**config.mk**
```make
export PLATFORM = sky130hd
export DESIGN_NAME = fifo_queued_mutex_table_unit
export DESIGN_NICKNAME = d
export VERILOG_FILES = /design/src/hdl/fqm_pkg.sv /design/src/hdl/fifo_queued_mutex_table_unit.sv
export SDC_FILE = /design/constraint.sdc
export NUM_CORES = 1
export LEC_CHECK = 0
export BUFFER_PORTS_ARGS = -buffer_cell sky130_fd_sc_hd__buf_2
export CORE_MARGIN = 10
export CORE_UTILIZATION = 40
export DETAILED_ROUTE_END_ITERATION = 16
export GPL_TIMING_DRIVEN = 0
export PLACE_DENSITY_LB_ADDON = 0.12
export SYNTH_ARGS = -nofsm -noshare
export SYNTH_HDL_FRONTEND = slang
export SYNTH_SLANG_ARGS = --single-unit
```
**constraint.sdc**
```tcl
create_clock -name clock -period 5.07 [get_ports clock]
set_input_delay 1.521 -clock clock [delete_from_list [all_inputs] [get_ports clock]]
set_output_delay 1.521 -clock clock [all_outputs]
set_load 0.01 [all_outputs]
```
**src/hdl/fqm_pkg.sv**
```systemverilog
// fqm_pkg: shared types and constants of the queued mutex table
// used by fifo_queued_mutex_table_unit; depends on nothing else

package fqm_pkg;

   // field widths of the request and response words
   localparam int KIND_W   = 1;
   localparam int LOCK_W   = 4;
   localparam int THREAD_W = 4;
   localparam int STATUS_W = 2;

   // default table sizes
   localparam int NUM_LOCKS_DEF   = 16;
   localparam int NUM_THREADS_DEF = 16;

   // operation codes
   typedef enum logic [KIND_W-1:0] {
      KIND_ACQUIRE = 1'b0,
      KIND_RELEASE = 1'b1
   } kind_type;

   // response status codes
   typedef enum logic [STATUS_W-1:0] {
      ST_GRANTED = 2'd0,
      ST_QUEUED  = 2'd1,
      ST_HANDED  = 2'd2,
      ST_FREED   = 2'd3
   } status_type;

endpackage

```
**src/hdl/fifo_queued_mutex_table_unit.sv**
```systemverilog
// fifo_queued_mutex_table_unit: table of mutexes with per-lock fifo wait queues
// depends on fqm_pkg for field widths, operation and status codes
//
// Usage:
//   A request word (req_kind, req_lock_index, req_thread_id) is taken at a
//   rising edge where start is high and busy is low. Acquire grants a free
//   lock or one already held by the requester, else appends the requester to
//   the lock's wait queue. Release hands the lock to the head waiter and wakes
//   it, or frees the lock when nobody waits; the caller is not checked.
//   Lock and thread ids are reduced modulo the table sizes.
//   Each request yields exactly one response word, shown on the rsp_ ports for
//   one cycle with rsp_valid high: the request is registered, then the table
//   lookup and update run combinationally into the response register. A new
//   request may be taken every cycle, since the table state is written at the
//   same edge that loads the response.
//   The receiver cannot stall; rsp_valid is a one-cycle strobe.
//   Reset clears lock-held, queue-nonempty, link-valid and waiting flags;
//   busy is high during reset and for one cycle after it.

module fifo_queued_mutex_table_unit
   import fqm_pkg::*;
#(
   parameter int NUM_LOCKS   = NUM_LOCKS_DEF,
   parameter int NUM_THREADS = NUM_THREADS_DEF
) (
   input  logic                clock,
   input  logic                reset,
   input  logic                start,
   output logic                busy,
   input  logic [KIND_W-1:0]   req_kind,
   input  logic [LOCK_W-1:0]   req_lock_index,
   input  logic [THREAD_W-1:0] req_thread_id,
   output logic                rsp_valid,
   output logic [STATUS_W-1:0] rsp_status,
   output logic                rsp_woken_valid,
   output logic [THREAD_W-1:0] rsp_woken_thread,
   output logic [THREAD_W-1:0] rsp_owner_thread
);

   localparam int LW       = (NUM_LOCKS > 1) ? $clog2(NUM_LOCKS) : 1;
   localparam int TW       = $clog2(NUM_THREADS);
   localparam int LOCK_IDS = 1 << LOCK_W;
   localparam int THR_IDS  = 1 << THREAD_W;

   // id reduction tables, constant after elaboration
   logic [LW-1:0] lock_map [LOCK_IDS];
   logic [TW-1:0] thr_map  [THR_IDS];

   for (genvar i = 0; i < LOCK_IDS; i++) begin : g_lock_map
      assign lock_map[i] = LW'(i % NUM_LOCKS);
   end
   for (genvar i = 0; i < THR_IDS; i++) begin : g_thr_map
      assign thr_map[i] = TW'(i % NUM_THREADS);
   end

   // request register
   logic                req_valid_ff;
   kind_type            req_kind_ff;
   logic [LW-1:0]       req_lock_ff;
   logic [TW-1:0]       req_thread_ff;
   logic                busy_ff;

   // per-lock tables
   logic [TW-1:0] owner_ff [NUM_LOCKS];
   logic [TW-1:0] owner_in [NUM_LOCKS];
   logic [TW-1:0] head_ff  [NUM_LOCKS];
   logic [TW-1:0] head_in  [NUM_LOCKS];
   logic [TW-1:0] tail_ff  [NUM_LOCKS];
   logic [TW-1:0] tail_in  [NUM_LOCKS];
   logic [NUM_LOCKS-1:0] held_ff, held_in;
   logic [NUM_LOCKS-1:0] qne_ff, qne_in;

   // per-thread tables
   logic [TW-1:0] link_ff [NUM_THREADS];
   logic [TW-1:0] link_in [NUM_THREADS];
   logic [NUM_THREADS-1:0] link_vld_ff, link_vld_in;
   logic [NUM_THREADS-1:0] waiting_ff, waiting_in;

   // response register
   logic                rsp_valid_ff;
   status_type          rsp_status_ff, rsp_status_in;
   logic                rsp_woken_ff, rsp_woken_in;
   logic [TW-1:0]       rsp_wthr_ff, rsp_wthr_in;
   logic [TW-1:0]       rsp_owner_ff, rsp_owner_in;

   // lookups of the registered request
   logic [TW-1:0] cur_owner, cur_head, cur_tail, head_link;
   logic          cur_held, cur_qne, head_link_vld;

   assign cur_owner     = owner_ff[req_lock_ff];
   assign cur_head      = head_ff[req_lock_ff];
   assign cur_tail      = tail_ff[req_lock_ff];
   assign cur_held      = held_ff[req_lock_ff];
   assign cur_qne       = qne_ff[req_lock_ff];
   assign head_link     = link_ff[cur_head];
   assign head_link_vld = link_vld_ff[cur_head];

   // control registers
   always_ff @(posedge clock) begin
      if (reset) begin
         busy_ff      <= 1'b1;
         req_valid_ff <= 1'b0;
         rsp_valid_ff <= 1'b0;
         held_ff      <= '0;
         qne_ff       <= '0;
         link_vld_ff  <= '0;
         waiting_ff   <= '0;
      end else begin
         busy_ff      <= 1'b0;
         req_valid_ff <= start && !busy_ff;
         rsp_valid_ff <= req_valid_ff;
         held_ff      <= held_in;
         qne_ff       <= qne_in;
         link_vld_ff  <= link_vld_in;
         waiting_ff   <= waiting_in;
      end
   end

   // payload registers
   always_ff @(posedge clock) begin
      if (start && !busy_ff) begin
         req_kind_ff   <= kind_type'(req_kind);
         req_lock_ff   <= lock_map[req_lock_index];
         req_thread_ff <= thr_map[req_thread_id];
      end
      owner_ff      <= owner_in;
      head_ff       <= head_in;
      tail_ff       <= tail_in;
      link_ff       <= link_in;
      rsp_status_ff <= rsp_status_in;
      rsp_woken_ff  <= rsp_woken_in;
      rsp_wthr_ff   <= rsp_wthr_in;
      rsp_owner_ff  <= rsp_owner_in;
   end

   // table update and response for the registered request
   always_comb begin
      owner_in      = owner_ff;
      head_in       = head_ff;
      tail_in       = tail_ff;
      held_in       = held_ff;
      qne_in        = qne_ff;
      link_in       = link_ff;
      link_vld_in   = link_vld_ff;
      waiting_in    = waiting_ff;
      rsp_status_in = ST_GRANTED;
      rsp_woken_in  = 1'b0;
      rsp_wthr_in   = '0;
      rsp_owner_in  = '0;
      if (req_valid_ff) begin
         if (req_kind_ff == KIND_ACQUIRE) begin
            if (!cur_held || cur_owner == req_thread_ff) begin
               // free or re-entrant: grant
               held_in[req_lock_ff]  = 1'b1;
               owner_in[req_lock_ff] = req_thread_ff;
               rsp_status_in         = ST_GRANTED;
               rsp_owner_in          = req_thread_ff;
            end else begin
               // contended: append to the wait queue once
               if (!waiting_ff[req_thread_ff]) begin
                  link_vld_in[req_thread_ff] = 1'b0;
                  if (!cur_qne) begin
                     head_in[req_lock_ff] = req_thread_ff;
                     qne_in[req_lock_ff]  = 1'b1;
                  end else begin
                     link_in[cur_tail]     = req_thread_ff;
                     link_vld_in[cur_tail] = 1'b1;
                  end
                  tail_in[req_lock_ff]      = req_thread_ff;
                  waiting_in[req_thread_ff] = 1'b1;
               end
               rsp_status_in = ST_QUEUED;
               rsp_owner_in  = cur_owner;
            end
         end else if (cur_qne) begin
            // hand the lock to the head waiter
            owner_in[req_lock_ff] = cur_head;
            held_in[req_lock_ff]  = 1'b1;
            waiting_in[cur_head]  = 1'b0;
            if (head_link_vld) begin
               head_in[req_lock_ff] = head_link;
            end else begin
               qne_in[req_lock_ff] = 1'b0;
            end
            link_vld_in[cur_head] = 1'b0;
            rsp_status_in         = ST_HANDED;
            rsp_woken_in          = 1'b1;
            rsp_wthr_in           = cur_head;
            rsp_owner_in          = cur_head;
         end else begin
            // nobody waits: free the lock
            held_in[req_lock_ff] = 1'b0;
            rsp_status_in        = ST_FREED;
         end
      end
   end

   // outputs
   assign busy             = busy_ff;
   assign rsp_valid        = rsp_valid_ff;
   assign rsp_status       = rsp_status_ff;
   assign rsp_woken_valid  = rsp_woken_ff;
   assign rsp_woken_thread = THREAD_W'(rsp_wthr_ff);
   assign rsp_owner_thread = THREAD_W'(rsp_owner_ff);

   // checks
   a_woken_iff_handed: assert property (@(posedge clock) disable iff (reset)
      rsp_valid |-> (rsp_woken_valid == (rsp_status == ST_HANDED)))
      else $error("woken flag disagrees with status");

   a_woken_owns: assert property (@(posedge clock) disable iff (reset)
      rsp_valid && rsp_woken_valid |-> rsp_owner_thread == rsp_woken_thread)
      else $error("woken thread is not the new owner");

   a_freed_no_owner: assert property (@(posedge clock) disable iff (reset)
      rsp_valid && rsp_status == ST_FREED |-> rsp_owner_thread == '0)
      else $error("freed lock reports an owner");

   a_one_response: assert property (@(posedge clock) disable iff (reset)
      start && !busy |=> ##1 rsp_valid)
      else $error("accepted word gave no response");

endmodule

```
==> impl_metrics.json <==
{
  "synth_nets": 1145,
  "setup_slack_ns": 0.235,
  "grt_pass1_wl_um": 66200,
  "instances_no_fill": 1739,
  "synth_edf_count": 265,
  "clk_latency_ns": 0.56,
  "synth_area_leader_cell": "edfxtp_1",
  "slew_headroom_pct": 26.9,
  "grt_max_degree": 38,
  "ctsRootBufferMaster": "clkbuf_16",
  "dieArea_um2": 46200,
  "synth_area_um2": 15200,
  "cts_tree": "done",
  "ff2ff_path_depth": 8,
  "core_um2": 37600,
  "synth_mux_area_share_pct": 14.4,
  "syn_to_final_growth_pct": 13.5,
  "cp_max_fo": 18,
  "io_pins": 25,
  "synth_compound_area_share_pct": 8.65,
  "ir_worst_vdd_v": 0.000234,
  "drt_iter0_drc": 992,
  "ys_top_cells_by_area": "edfxtp_1 52%, mux4_2 11%, dfxtp_1 10%, nor2_1 4.5%, mux2i_1 2.2%",
  "yosys_most_used_dff": "edfxtp_1",
  "crit_arrival_ns": 5.01,
  "clkTransAtPathRegs_ns": 0.06,
  "post-place-ws_ns": -0.0791,
  "via_per_inst": 5.67,
  "die_y_um": 215,
  "max_slew.worst_pin.slew_ns": 1.09,
  "period_share_pct": 95.4,
  "avgSynthCellArea_um2": 13.4,
  "maxSlewViolCount": 0,
  "synth-seq-area-share_pct": 62.7,
  "synth_top_cell_area_share_pct": 52.4,
  "fin_hold_ws_ns": 0.467,
  "fill_cells": 3428,
  "drc": 0,
  "cts.sinks": 343,
  "leakage_nw": 5.72,
  "synth_cell_types": 56,
  "worst_setup_path_end_kind": "register",
  "n_antenna_cell": 0,
  "detail_route.wl_per_cell_um": 25.4,
  "final_util_pct": 45.9,
  "placed_cells": 1669,
  "nNetsFinal": 1214,
  "finalSetupTns_ns": 0,
  "critPathLaunchType": "register",
  "reg2reg_from": "req_thread_ff[0]",
  "grt_use_total_pct": 19.1,
  "ant_nets": 0,
  "final_cell_mix": "265 x edfxtp_1, 182 x nor2_1, 78 x dfxtp_1, 74 x mux4_2, 59 x clkbuf_1",
  "grt_pass1_vias": 9942,
  "status": "finished, final reports clean",
  "power_density_nw_per_um2": 354,
  "synth-xor-area-share_pct": 0.231,
  "gp_congestion": 0.851,
  "synthCells": 1133,
  "vias": 9864,
  "max_freq_mhz": 207,
  "synth-seq-cells": 343,
  "period_needed_ns": 4.83,
  "clk_path_buf_depth": 3,
  "row_count": 71,
  "synth-simple-area-share_pct": 10.3,
  "min_from": "waiting_ff[0]",
  "synth_top_family_by_area": "multiplexers",
  "mostFrequentLayoutCell": "edfxtp_1",
  "dpl.hpwl_um": 30800,
  "final-hold-violation-count": 0,
  "synth_fa_ha_area_share_pct": 0,
  "cts_buffers": 39,
  "cts_max_level": 2,
  "crit_required_ns": 5.24,
  "initial_utilization_pct": 40.4,
  "synthArstFlopShare_pct": 0,
  "wl_um": 44100,
  "ys_warn_count": 0,
  "first_pass_iters": 5,
  "dieWidth_um": 215,
  "holdCritPathClass": "reg2reg",
  "whs_endpoint": "waiting_ff[0]",
  "reg2reg_to": "head_ff[22]",
  "skew_ns": 0.0230,
  "grt.overflow.total": 0,
  "io_buffer_count": 24,
  "critical_path_class": "reg2reg",
  "finalSetupViolations": 0,
  "rsz0062_at_grt": "yes",
  "rrSetupSlack_ns": 0.24,
  "antenna_found_initial": 1,
  "drive_gt1_share_pct": 19.2,
  "whs_path_depth": 1,
  "drv_cap": 0
}
-- logic make-up (layout without fill, tap and decap cells) --
| kind of cell | count (synthesis) | in the layout |
|---|---|---|
| buffers and inverters | 114 | 209 |
| AND/OR/NAND/NOR | 358 | 358 |
| AO/OA/AOI/OAI | 190 | 190 |
| flip-flops | 343 | 343 |
| XOR/XNOR | 4 | 4 |
| multiplexers | 124 | 124 |
-- worst max path at each step --
| stage | start | endpoint | slack [ns] | depth (start not counted) |
|---|---|---|---|---|
| after floorplan | req_thread_ff[0] | head_ff[24] | 1.33 | 9 |
| after global placement | req_thread_ff[0] | head_ff[16] | 0.003 | 8 |
| after detailed placement | req_thread_ff[0] | head_ff[16] | -0.08 | 8 |
| after CTS | req_thread_ff[0] | head_ff[18] | 0.13 | 8 |
| after global routing | req_thread_ff[0] | head_ff[56] | -0.01 | 9 |
| final | req_thread_ff[0] | head_ff[22] | 0.24 | 8 |
-- sequential cells by signal (all words and copies together), names as in the netlist, named ones only --
name              cells
rsp_woken_thread      4
head_ff              64
owner_ff             64
req_valid_ff          1
link_vld_ff          16
rsp_valid             1
rsp_owner_thread      4
busy                  1
req_kind_ff           1
link_ff              64
req_thread_ff         4
waiting_ff           16
rsp_status            2
req_lock_ff           4
rsp_woken_valid       1
tail_ff              64
-- stage by stage --
stage	power, W	area [um2]
6_report	0.00611	17200
3_5_place_dp	0.00344	16000
4_1_cts	0.00616	17200
2_1_floorplan	0.00331	15200
5_1_grt	0.00630	17200
3_3_place_gp	0.00344	16000
-- synth_stat cells (12+ instances only) --
library cell  number
mux2_2            14
edfxtp_1         265
o21ai_0           36
dfxtp_1           78
buf_2             21
nor2_1           182
nand3_1           29
mux2i_1           34
nor3_1            32
inv_1             18
a31oi_1           12
a211oi_1          30
nand2b_1          25
a21oi_1           50
clkbuf_1          50
nand2_1           57
mux4_2            74
nor2b_1           14
-- repair_timing --
action,CTS,global route
gates resized for setup,0,1
hold buffers,0,0
setup buffers,1,0
setup endpoints to repair,16,4
-- area by class of cell --
type                    count  area, um2  area share, %
plain buffers              94        492           2.85
clock buffers              52       1090           6.30
clock inverters            15        121          0.704
inverters                  20       75.1          0.435
multi-input cells         676       5110           29.6
flip-flops and latches    343       9520           55.2
well taps                 511        639           3.71
repair buffers             28        201           1.17
-- metal layers --
layer | share of wire, % | track usage [%] | routed length (um) | vias to the layer above
li1 | - | - | - | 4412
met1 | 45 | 26.4 | 19900 | 5050
met2 | 46 | 29.4 | 20200 | 320
met3 | 5.9 | 3.74 | 2610 | 82
met4 | 3.1 | 6.83 | 1380 | 0
met5 | 0 | 0 | 0 | -
-- power breakdown --
group / internal [W] / switching, W / leakage, nW
Clock: 0.00160 / 0.00112 / 0.602
Sequential: 0.00301 / 0.00000961 / 3.04
Combinational: 0.000118 / 0.000246 / 2.08
-- critical path, stage by stage, from the launching register on --
cell      delay (ns)
edfxtp_1        0.80
clkbuf_1        0.71
mux4_2          0.63
mux4_2          0.51
nor3_1          0.20
o21ai_2         0.20
or2_2           0.33
clkbuf_1        0.19
a211oi_1        0.86
No activity file was read; power rests on OpenSTA's default activity.
